<file path="src/rtl/display_list_line_sequencer_assert.svh">
// Assertion macros for the display-list line sequencer.
// Included by the top level; needs no package.
`ifndef DISPLAY_LIST_LINE_SEQUENCER_ASSERT_SVH
`define DISPLAY_LIST_LINE_SEQUENCER_ASSERT_SVH

// The consequent must hold in the same cycle as the antecedent.
`define DLLS_ASSERT_SAME(label, clk, rst_n, ante, cons) \
  label: assert property (@(posedge clk) disable iff (!rst_n) (ante) |-> (cons)) \
    else $error("dlls: same-cycle check failed");

// The consequent must hold in the cycle after the antecedent.
`define DLLS_ASSERT_NEXT(label, clk, rst_n, ante, cons) \
  label: assert property (@(posedge clk) disable iff (!rst_n) (ante) |=> (cons)) \
    else $error("dlls: next-cycle check failed");

`endif

</file>
<file path="src/rtl/dlls_ram.sv">
// Generic single-port RAM with a registered read.
// No dependencies.
`timescale 1ns / 1ps
`default_nettype none

module dlls_ram #(
  parameter int WIDTH = 16,
  parameter int DEPTH = 256
) (
  input  wire logic                     clk,
  input  wire logic                     we,
  input  wire logic [$clog2(DEPTH)-1:0] addr,
  input  wire logic [WIDTH-1:0]         wdata,
  output      logic [WIDTH-1:0]         rdata
);

  logic [WIDTH-1:0] mem [DEPTH];

  always_ff @(posedge clk) begin
    if (we) begin
      mem[addr] <= wdata;
    end
    rdata <= mem[addr];
  end

endmodule

`default_nettype wire
</file>
<file path="config.mk">
export PLATFORM = sky130hd
export DESIGN_NAME = dlls_ram
export DESIGN_NICKNAME = d
export VERILOG_FILES = /design/src/rtl/display_list_line_sequencer_assert.svh /design/src/rtl/dlls_ram.sv
export SDC_FILE = /design/constraint.sdc
export NUM_CORES = 2
export LEC_CHECK = 0
export BUFFER_PORTS_ARGS = -buffer_cell sky130_fd_sc_hd__buf_2
export CAP_MARGIN = 20
export CORE_MARGIN = 10
export CORE_UTILIZATION = 50
export DETAILED_ROUTE_END_ITERATION = 10
export HOLD_SLACK_MARGIN = 0.15
export PLACE_DENSITY_LB_ADDON = 0.25
export SLEW_MARGIN = 30
export SYNTH_ARGS = -nofsm -noshare
export SYNTH_HDL_FRONTEND = slang
export SYNTH_SLANG_ARGS = --single-unit
</file>
<file path="constraint.sdc">
create_clock -name clk -period 3.6 [get_ports clk]
set_input_delay 0.54 -clock clk [delete_from_list [all_inputs] [get_ports clk]]
set_output_delay 0.54 -clock clk [all_outputs]
set_load 0.05 [all_outputs]
</file>
==> summary.log <==
[sta] max-slew violation count 0
[setup_path] dominant delay contributor by cell family on the critical path buffers and inverters
[synth] cell count after synthesis 6727
[synth] Yosys Warn Count 0
[setup_path] Crit. End Element flip-flop
[setup_path] data required time of the critical path 4.42 ns
[synth] number of synthesized register bits 4112
[routing] mean routed wirelength per cell 33.6 um
[synth] sequential cell area fraction in the yosys report 0.794
[setup_path] number of cells on the critical path 10
[setup_path] Crit Path Class in -> reg
[clock_network] TritonCTS clock tree built
[setup_path] max incr delay on CP 0.68 ns
[synth] Avg Cell Area, Syn 23.1 um^2
[placed_design] placer's final routability congestion estimate 0.831
[job] Max Cap Violations 0
[layout] area added between synthesis and finish 16.2%
[setup_path] Critical Path Sink rdata[12]
[layout] most common cell after layout, fill and taps aside edfxtp_1
[placed_design] standard cell area after detailed placement 0.167 mm^2
[layout] filler cell count 21700
[clock_network] clock sink total 4112
[layout] post-route cell area 0.181 mm^2
[routing] via density per instance 6.39
[clock_network] clock-pin slew on the worst setup and hold paths 0.06 ns
[power_and_ir_drop] reported leakage power 56.5 nW
[clock_network] number of H-tree levels 5
[sta] post-route setup TNS 0 ns
[routing] number of vias after detailed routing 77000
[global_route] overall track demand over capacity in global routing 0.241
[sta] Worst Max-Slew Pin Slew 1.16 ns
[run_status] run status finished clean
[synth] distinct cell type count after synthesis 22
[setup_path] Arrival @ worst endpoint 3.65 ns
[routing] post-detailed-route DRC marker count 0
[global_route] GRT overflow 0
[layout] number of nets in the final layout 7604
[setup_path] Worst Path Max Fanout 15
[setup_path] slack of the worst reg-to-reg path 0.88 ns
[global_route] antenna violations before repair 23
[layout] Sequential Area 0.123 mm^2
[clock_network] worst skew pair latency 1.01 ns
[sta] highest clock frequency the design can meet 354 MHz
[sta] Final setup viols 0
[setup_path] worst r2r src mem[75][12]
[sta] Final Critical Period 2.82 ns
[clock_network] cts repair resizes 0
[clock_network] CTS buffer count 410
[power_and_ir_drop] ratio of total power to cell area 550 mW/mm^2
[global_route] largest net degree at the start of global routing 140
[placed_design] I/O Buffers 41
[routing] wire length reported by the detailed router 405 mm
[sta] final period utilization 0.784
[global_route] number of global-route vias before repair 76900
[hold_path] hold path startpoint wdata[12]
[setup_path] most prevalent standard cell on the critical path buf_4
[layout] proportion of layout cells with a drive suffix above 1 0.321
[floorplan] placeable core area 0.309 mm^2
[floorplan] count of pins on the block boundary 42
[setup_path] endpoint of the most critical register-to-register path rdata[12]
[placed_design] Detail Placement HPWL 246 mm
[routing] count of TritonRoute iterations in the first routing pass 5
[floorplan] die span in x 577 um
[synth] area of the mapped netlist 0.155 mm^2
[setup_path] element type at the critical path start input pin
[clock_network] deepest clock path buffer count 4
[sta] Max transition margin 0.225
[setup_path] critical-path cell with the highest stage delay o41ai_1
[sta] Final Hold Violating Endpoints 0
[layout] most frequent cells in the layout edfxtp_1 (4096), mux4_2 (1024), buf_4 (667)
[clock_network] buffer cell driving the clock tree root clkbuf_16
[setup_path] worst path cell trace buf_12, buf_12, buf_4, buf_4, mux4_2, a22oi_1, a21oi_1, o41ai_1, buf_4, nand4_1
[layout] total area of multi-input combinational cells 0.0307 mm^2
[global_route] global-route wire length before repair 580 mm
[synth] net count after synthesis 6753
[setup_path] Crit path buffers/inverters 5
[floorplan] Die Ht 577 um
[floorplan] Site Rows 204
[hold_path] path class of the lowest-slack min-delay path in -> reg
[power_and_ir_drop] worst voltage drop across the vdd grid 0.492 mV
[routing] number of nets with antenna violations after detailed routing 0
[routing] First DRT Iteration DRCs 10500
[floorplan] Total Die Area 0.333 mm^2
[setup_path] critical path startpoint addr[0]
[floorplan] initial cell density of the core 0.503
[setup_path] number of cells on the worst reg-to-reg path 7
[sta] worst clock skew 0.0990 ns
[sta] unrepaired setup endpoints after global routing no
==> state kept, by name, summed over array words and instances, names as in the netlist <==
signal / flops
mem: 4096
rdata: 16
==> synthesized netlist by cell type <==
cell type / count / area, um^2
dfxtp_1: 16 / 320
o41ai_1: 64 / 561
nand3_1: 13 / 65.1
buf_4: 16 / 120
buf_2: 76 / 380
mux4_2: 1024 / 23100
clkbuf_1: 249 / 935
or3_1: 1 / 6.26
a22oi_1: 512 / 3840
nor2b_1: 7 / 43.8
buf_6: 25 / 282
nand2b_1: 6 / 37.5
or2_2: 2 / 12.5
nand4_1: 16 / 100
a21oi_1: 256 / 1280
nor3_1: 30 / 150
buf_1: 54 / 203
nand2_1: 28 / 105
edfxtp_1: 4096 / 123000
and2_1: 3 / 18.8
nor2_1: 232 / 871
inv_1: 1 / 3.75
==> cell type report <==
type,count,area share
repair buffers,859,0.0460
clock inverters,248,0.0124
inverters,1,0.0000208
multi-input cells,2194,0.170
clock buffers,503,0.0597
flip-flops and latches,4112,0.683
well taps,4120,0.0286
diodes,17,0.000236
==> repair_timing <==
action,in CTS,in global routing
setup buffers,0,0
endpoints found under the hold margin,366,54
hold buffers,11,2
==> metal layers <==
layer / up-vias / wire length (um) / global-route usage
li1: 30800 / - / -
met2: 4062 / 196000 / 0.380
met3: 627 / 37900 / 0.0456
met4: 6 / 13300 / 0.0756
met1: 41500 / 158000 / 0.344
met5: - / 41 / 0
==> through the flow <==
| step | total power [mW] | setup slack [ns] | instances | hold WS [ns] | utilization |
|---|---|---|---|---|---|
| finish | 99.2 | 0.776 | 12100 | 0.182 | 0.584 |
| global route | 102 | 0.736 | 12000 | 0.158 | 0.584 |
| CTS | 99.7 | 0.758 | 12000 | 0.157 | 0.584 |
| detailed placement | 58.9 | -0.214 | 11300 | 1.05 | 0.541 |
| global placement | 58.8 | -0.984 | 11300 | 1.04 | 0.541 |
| floorplan | 56.2 | 0.362 | 6727 | 0.639 | - |
==> worst min path at each step <==
stage / slack [ns] / end / cells after the start
final: 0.18 / mem[171][12] / 1
after global routing: 0.16 / mem[171][12] / 1
after CTS: 0.16 / mem[171][12] / 1
after detailed placement: 1.05 / rdata[2] / 5
after global placement: 1.04 / rdata[14] / 5
after floorplan: 0.64 / mem[0][0] / 0
==> power breakdown <==
group          total, mW  internal, mW  switching [mW]
logic               5.05          1.85            3.20
clock network       41.3          23.3            18.0
registers           52.9          52.8          0.0995
total               99.2          77.9            21.3
==> cell families (layout without fill, tap and decap cells) <==
| group | count (synthesis) | count (layout) | share of synthesized area |
|---|---|---|---|
| buffers and inverters | 421 | 1611 | 0.0124 |
| multiplexers | 1024 | 1024 | 0.148 |
| flip-flops | 4112 | 4112 | 0.794 |
| other | 0 | 17 | 0 |
| AO/OA/AOI/OAI | 832 | 832 | 0.0366 |
| AND/OR/NAND/NOR | 338 | 338 | 0.00907 |
Note: power is estimated with default switching activity, not from simulation.
